==> config.mk <==
export PLATFORM = sky130hd
export DESIGN_NAME = rbi_apb_regs
export DESIGN_NICKNAME = d
export VERILOG_FILES = /design/src/hw/rtl/rbi_pkg.sv /design/src/hw/rtl/rbi_apb_regs.sv
export SDC_FILE = /design/constraint.sdc
export NUM_CORES = 1
export LEC_CHECK = 0
export BUFFER_PORTS_ARGS = -buffer_cell sky130_fd_sc_hd__clkbuf_2
export CAP_MARGIN = 5
export CORE_MARGIN = 5
export CORE_UTILIZATION = 29
export CTS_CLUSTER_SIZE = 16
export DETAILED_ROUTE_END_ITERATION = 7
export GPL_TIMING_DRIVEN = 0
export PLACE_DENSITY = 0.66
export SLEW_MARGIN = 20
export SYNTH_ARGS = -nofsm -noshare
export SYNTH_HDL_FRONTEND = slang
export SYNTH_SLANG_ARGS = --single-unit
export TNS_END_PERCENT = 100
==> constraint.sdc <==
create_clock -name clk -period 2.59 [get_ports clk]
set_input_delay 0.518 -clock clk [delete_from_list [all_inputs] [get_ports clk]]
set_output_delay 0.518 -clock clk [all_outputs]
set_load 0.005 [all_outputs]
==> src/hw/rtl/rbi_pkg.sv <==
`default_nettype none
package rbi_pkg;

  // widest component the datapath is sized for
  localparam int COMP_MAX = 21;
  localparam int Q_BITS   = 16;

  // configuration port
  localparam int          APB_AW          = 3;
  localparam int          APB_DW          = 32;
  localparam logic [0:0]  REG_TIME_STEP   = 1'b0;
  localparam logic [15:0] TIME_STEP_RESET = 16'd1092;

  typedef logic signed [COMP_MAX-1:0] comp_t;
  typedef logic signed [Q_BITS-1:0]   quat_t;
  typedef logic signed [19:0]         rot_t;

  // round half up: floor((x + 2^(s-1)) / 2^s)
  function automatic logic signed [63:0] rnd(input logic signed [63:0] x,
                                            input int unsigned s);
    return (x + (64'sd1 <<< (s - 1))) >>> s;
  endfunction

endpackage
`default_nettype wire

==> src/hw/rtl/rbi_apb_regs.sv <==
`default_nettype none
module rbi_apb_regs
  import rbi_pkg::*;
(
  input  wire logic              clk,
  input  wire logic              rst,
  input  wire logic              psel,
  input  wire logic              penable,
  input  wire logic              pwrite,
  input  wire logic [APB_AW-1:0] paddr,
  input  wire logic [APB_DW-1:0] pwdata,
  output logic      [APB_DW-1:0] prdata,
  output logic                   pready,
  output logic      [15:0]       time_step
);

  logic [APB_AW-3:0] index;

  assign index  = paddr[APB_AW-1:2];
  assign pready = 1'b1;

  always_ff @(posedge clk) begin
    if (rst) begin
      time_step <= TIME_STEP_RESET;
    end else if (psel && penable && pwrite && (index == REG_TIME_STEP)) begin
      time_step <= pwdata[15:0];
    end
  end

  always_comb begin
    prdata = '0;
    if (index == REG_TIME_STEP) begin
      prdata = APB_DW'(time_step);
    end
  end

endmodule
`default_nettype wire

==> flow_summary.ini, run 1 <==
[timing]
hold_slack_ns = 0.463
timing.final.crit_share = 0.693
final.min_clock_period_ns = 1.80
max_freq_ghz = 0.557
fin_worst_skew_ns = 0
rsz0062_at_grt = false
slew_viol_final = 0
setup_viol = 0
tns_ns = 0
hold_violations = 0

[worst_setup_path]
path_common_cell = clkbuf_2
crit_buf_inv = 3
path_cells = clkbuf_2 -> clkbuf_1 -> nor2b_1 -> clkbuf_2
r2r-end = time_step[13]$_SDFFE_PP0P_
critPathMaxFanout = 10
max_stage_delay_ns = 0.39
crit_family = buffers and inverters
crit_type = input pin to primary output
worstReg2RegStart = time_step[13]$_SDFFE_PP0P_
cp_data_arrival_time_ns = 1.28
slowest_stage = clkbuf_1
crit_start = paddr[2]
reg2regPathDepth = 2
ff2ff_setup_slack_ns = 1.93
cp.required_ns = 2.07
cp-end-kind = primary output
cp-start-kind = input pin

[flow_run]
cap_violations = 0

[cts]
post-cts-setup-buffers = 0
postCtsHoldBufs = 0
cts_buffer_depth = 2
cts_sinks = 16
ctsResizeCount = 0
cts_tree = yes
path_clk_slew_ns = 0.10
numCtsBuffers = 3
clk_latency_ns = 0.28
cts-root-buf = clkbuf_4
htree_levels = 1

[global_routing]
overflow = 0
grt_pass1_wl_um = 3410
first_global_vias = 723
antenna_found_initial = 0
grt_usage = 0.0991
grt_max_degree = 11

[min_path]
hp-start = pwdata[3]
min_to = time_step[3]$_SDFFE_PP0P_
hold_depth = 3
hp-class = input pin to flop

[placement]
dp.cells = 220
gp_congestion = 0.661
port_buffers = 53
hpwl_um = 1850

[die]
die_height_um = 67.9
num_rows = 21
start_util = 0.296
fp.coreArea_um2 = 3280
die_area_um2 = 4610
die-width_um = 67.9
io_pins = 89

[synthesis]
synth_edf_count = 0
ys_ff_latch = 16
syn_area_um2 = 972
synthCells = 106
synth_top_area_cell = dfxtp_1
synthTopCellsByCount = nand2b_1 (26), buf_4 (17), dfxtp_1 (16), mux2i_1 (16), nor2b_1 (10)
synth_top_cells_by_area = dfxtp_1 (33%), nand2b_1 (17%), mux2i_1 (16%), buf_4 (13%), nor2b_1 (6.4%)
async_flop_share = 0
ys_warn_count = 0
yosysMostFrequentCell = nand2b_1
yosysUniqueCellTypes = 12
synth_top_area_share = 0.329
syn_avg_cell_area_um2 = 9.17
ys_seq_area_frac = 0.329
ys.flop_type = dfxtp_1

[finish]
register_area_um2 = 320
top_register = time_step
drive_gt1_frac = 0.461
reg_top3 = time_step: 16 flops
finalNonFillerCells = 224
fill_cells = 356
area_delta_synth_final_pct = 42.7
largest_reg_flops = 16
nets = 219
diodes = 0
multi_input_area_um2 = 534

[drt]
ant_nets = 0
vias = 839
first_pass_iters = 4
avgViaCountPerCell = 3.75
drc_errors = 0
drt_iter0_drc = 26
routed_wl_um = 2300
wl_per_cell_um = 10.3

[power_and_ir_drop]
ir_worst_vdd_uv = 143
p_leak_nw = 0.703
power.density_nw_per_um2 = 371

[outcome]
status = completed
[cell families after synthesis]
logic type	after synthesis	share of synthesized area
buf+inv	23	0.179
flops	16	0.329
mux	16	0.165
other cells	2	0.00772
simple gates	49	0.319
[worst max path at each step]
stage | cells after the start | end | slack, ns
after global placement | 4 | prdata[12] | 0.74
after CTS | 4 | prdata[6] | 0.74
final | 4 | prdata[6] | 0.79
after global routing | 4 | prdata[9] | 0.68
after detailed placement | 4 | prdata[6] | 0.74
after floorplan | 2 | prdata[10] | 1.22
[power breakdown]
| part | total, mW | leakage (nW) | internal, mW | switching [mW] |
|---|---|---|---|---|
| Sequential | 0.255 | 0.130 | 0.251 | 0.00374 |
| Clock | 0.166 | 0.0210 | 0.0855 | 0.0809 |
| Combinational | 0.0931 | 0.552 | 0.0548 | 0.0383 |
[worst min-delay path, stage by stage]
cell and delay (ns):
clkbuf_2 0.08, nand2b_1 0.05, mux2i_1 0.06
[routing by layer]
layer | routed length (µm) | global-route usage
met1 | 982 | 0.122
met2 | 1110 | 0.170
met3 | 201 | 0.0246
met4 | 9 | 0.0298
met5 | 0 | 0
[metrics by stage]
stage,area [µm²],setup slack [ns],utilization,power [mW]
3_5_place_dp,1350,0.740,0.411,0.354
4_1_cts,1390,0.738,0.422,0.525
6_report,1390,0.795,0.422,0.515
3_3_place_gp,1350,0.737,0.411,0.354
5_1_grt,1390,0.681,0.422,0.551
2_1_floorplan,1030,1.22,-,0.319
[cell usage in the layout, fill, tap and decap left out]
master    Yosys  final
conb_1        2     17
buf_4        17     17
mux2i_1      16     16
nand2b_1     26     26
clkbuf_1      4      4
and4b_1       1      1
nor2_1        6      6
nor2b_1      10     10
clkbuf_2      0     53
clkbuf_8      0      1
and2b_2       6      6
buf_6         1      1
buf_12        1      1
clkbuf_4      0      3
dfxtp_1      16     16
[cell type report]
cell class / instances / share of cell area
clock buffers: 4 / 0.0261
well taps: 46 / 0.0415
plain buffers: 23 / 0.125
repair buffers: 53 / 0.191
multi-input cells: 82 / 0.385
flip-flops and latches: 16 / 0.231
No activity file was read; power rests on OpenSTA's default activity.
==> run 2: changes to the inputs <==
--- a/config.mk
+++ b/config.mk
@@ -5,6 +5,7 @@
 export SDC_FILE = /design/constraint.sdc
 export NUM_CORES = 1
 export LEC_CHECK = 0
+export ABC_AREA = 1
 export BUFFER_PORTS_ARGS = -buffer_cell sky130_fd_sc_hd__clkbuf_2
 export CAP_MARGIN = 5
 export CORE_MARGIN = 5
@@ -12,7 +13,7 @@
 export CTS_CLUSTER_SIZE = 16
 export DETAILED_ROUTE_END_ITERATION = 7
 export GPL_TIMING_DRIVEN = 0
-export PLACE_DENSITY = 0.66
+export PLACE_DENSITY = 0.65
 export SLEW_MARGIN = 20
 export SYNTH_ARGS = -nofsm -noshare
 export SYNTH_HDL_FRONTEND = slang
==> constraint.sdc (replaced) <==
create_clock -name clk -period 1.7 [get_ports clk]
set_input_delay 0.34 -clock clk [delete_from_list [all_inputs] [get_ports clk]]
set_output_delay 0.34 -clock clk [all_outputs]
set_load 0.005 [all_outputs]
==> run 2 against run 1 <==
Net effect:
- clock skew unchanged
- non-clock buffer count fell by 1
- hold slack lost 0.20 ns
- critical path depth unchanged
- global-route usage up 0.73 points
- clock-buffer cell count is the same
- register-to-register slack worse by 0.82 ns
- worst setup slack worse by 0.52 ns
- utilization up 0.056 points
- clock power is 51% higher
- synthesized area rose by 5.3%
- synthesized cell count increased by 47%
- critical path type unchanged
- critical endpoint is now prdata[5]
- highest routed layer unchanged
==> flow_summary.ini, run 2 <==
[worst_setup_path]
cp.depth = 4
crit_path_end = prdata[5]
crit_family = buffers and inverters
reg2regPathDepth = 2
path_cells = buf_6 -> clkbuf_1 -> nor2_1 -> clkbuf_2
cp.required_ns = 1.36
cp-end-kind = primary output
crit_buf_inv = 3
cp_data_arrival_time_ns = 1.09
worstReg2RegStart = time_step[3]$_SDFFE_PP0P_
max_stage_delay_ns = 0.40
crit_type = input pin to primary output
crit_start = paddr[2]
ff2ff_setup_slack_ns = 1.11
slowest_stage = clkbuf_1
cp-start-kind = input pin
r2r-end = time_step[3]$_SDFFE_PP0P_
critPathMaxFanout = 10

[cts]
cts_sinks = 16
htree_levels = 1
cts_tree = yes
clk_latency_ns = 0.28
path_clk_slew_ns = 0.10
numCtsBuffers = 3
post-cts-setup-buffers = 0
ctsResizeCount = 0
cts_buffer_depth = 2
postCtsHoldBufs = 0
cts-root-buf = clkbuf_4

[timing]
setup_viol = 0
max_freq_ghz = 0.701
slew_viol_final = 0
final.min_clock_period_ns = 1.43
fin_worst_skew_ns = 0
tns_ns = 0
rsz0062_at_grt = false
hold_violations = 0
timing.final.crit_share = 0.840

[finish]
fill_cells = 382
largest_reg_flops = 16
final_common_cell = clkbuf_2
reg_top3 = time_step: 16 flops
top_register = time_step
fin_util = 0.423
final_cell_mix = clkbuf_2 (52), inv_1 (32), nor2_1 (28)
area_delta_synth_final_pct = 40.1
nets = 268
diodes = 0
drive_gt1_frac = 0.423

[power_and_ir_drop]
ir_worst_vdd_uv = 198
finalPower_uw = 830
power.density_nw_per_um2 = 579
p_leak_nw = 0.864

[placement]
hpwl_um = 1970
port_buffers = 52
gp_congestion = 0.687

[drt]
vias = 1004
routed_wl_um = 2420
avgViaCountPerCell = 3.68
drt_iter0_drc = 14
wl_per_cell_um = 8.87
first_pass_iters = 4
drc_errors = 0
ant_nets = 0

[min_path]
hp-start = pwdata[6]
hp-class = input pin to flop

[global_routing]
grt_pass1_wl_um = 4280
grt_max_degree = 11
grt_usage = 0.106
overflow = 0
antenna_found_initial = 0
first_global_vias = 940

[synthesis]
synth_top_area_cell = dfxtp_1
synth_top_area_share = 0.313
synth_edf_count = 0
ys.flop_type = dfxtp_1
async_flop_share = 0
ys_ff_latch = 16
ys_seq_area_frac = 0.313
synthTopCellsByCount = inv_1 (32), nor2_1 (28), nand2_1 (20)
syn_area_um2 = 1020
synth_top_cells_by_area = dfxtp_1 (31%), buf_4 (13%), inv_1 (12%), nor2_1 (10%), nor2_2 (8.6%)
yosysUniqueCellTypes = 17
synthCells = 156
syn_avg_cell_area_um2 = 6.56
yosysMostFrequentCell = inv_1
ys_warn_count = 0

[die]
num_rows = 21
start_util = 0.302
fp.coreArea_um2 = 3390
die-width_um = 69.4
die_area_um2 = 4820
io_pins = 89
die_height_um = 69.4

[flow_run]
cap_violations = 0

[outcome]
status = completed
run 2: worst min-delay path by stage:
stage / slack (ns) / endpoint / cells after the start
after global placement: 0.46 / time_step[10]$_SDFFE_PP1P_ / 2
final: 0.27 / time_step[6]$_SDFFE_PP1P_ / 3
after global routing: 0.26 / time_step[10]$_SDFFE_PP1P_ / 3
after detailed placement: 0.47 / time_step[2]$_SDFFE_PP1P_ / 2
after floorplan: 0.47 / time_step[10]$_SDFFE_PP1P_ / 2
after CTS: 0.25 / time_step[6]$_SDFFE_PP1P_ / 3
run 2: cell type report:
type | count | area (µm²) | share of cell area
Buffer | 23 | 174 | 0.121
Clock buffer | 4 | 36.3 | 0.0253
Inverter | 33 | 125 | 0.0873
Multi-Input combinational cell | 99 | 460 | 0.321
Sequential cell | 16 | 320 | 0.223
Tap cell | 46 | 57.6 | 0.0401
Timing Repair Buffer | 52 | 260 | 0.182
run 2: where the power goes:
group	internal [mW]	switching, mW
clock network	0.130	0.120
logic	0.0892	0.0919
registers	0.388	0.0102
run 2: cells by family (layout without fill, tap and decap cells):
logic type             Yosys count  count (layout)  synth area share
AND/OR/NAND/NOR                 82              82             0.388
flip-flops                      16              16             0.313
other                            2              17           0.00734
buffers and inverters           56             112             0.292
run 2: routing by layer:
layer / global-route usage / vias to the layer above / part of all wire
met3: 0.0188 / 2 / 0.068
met5: 0 / - / 0
met2: 0.171 / 35 / 0.46
li1: - / 555 / -
met4: 0.0521 / 0 / 0.010
met1: 0.136 / 412 / 0.46
run 2: worst reg2reg max path, stage by stage (launching register included):
cell	delay (ns)
dfxtp_1	0.35
nor2_2	0.12
nor2_2	0.04
run 2: per-stage QoR:
| step | std cells | instance area, µm² | hold WS [ns] | worst slack, ns |
|---|---|---|---|---|
| floorplan | 171 | 1080 | 0.466 | 0.548 |
| global placement | 269 | 1400 | 0.464 | 0.240 |
| detailed placement | 269 | 1400 | 0.474 | 0.235 |
| CTS | 273 | 1430 | 0.253 | 0.233 |
| global route | 273 | 1430 | 0.258 | 0.145 |
| finish | 273 | 1430 | 0.268 | 0.273 |
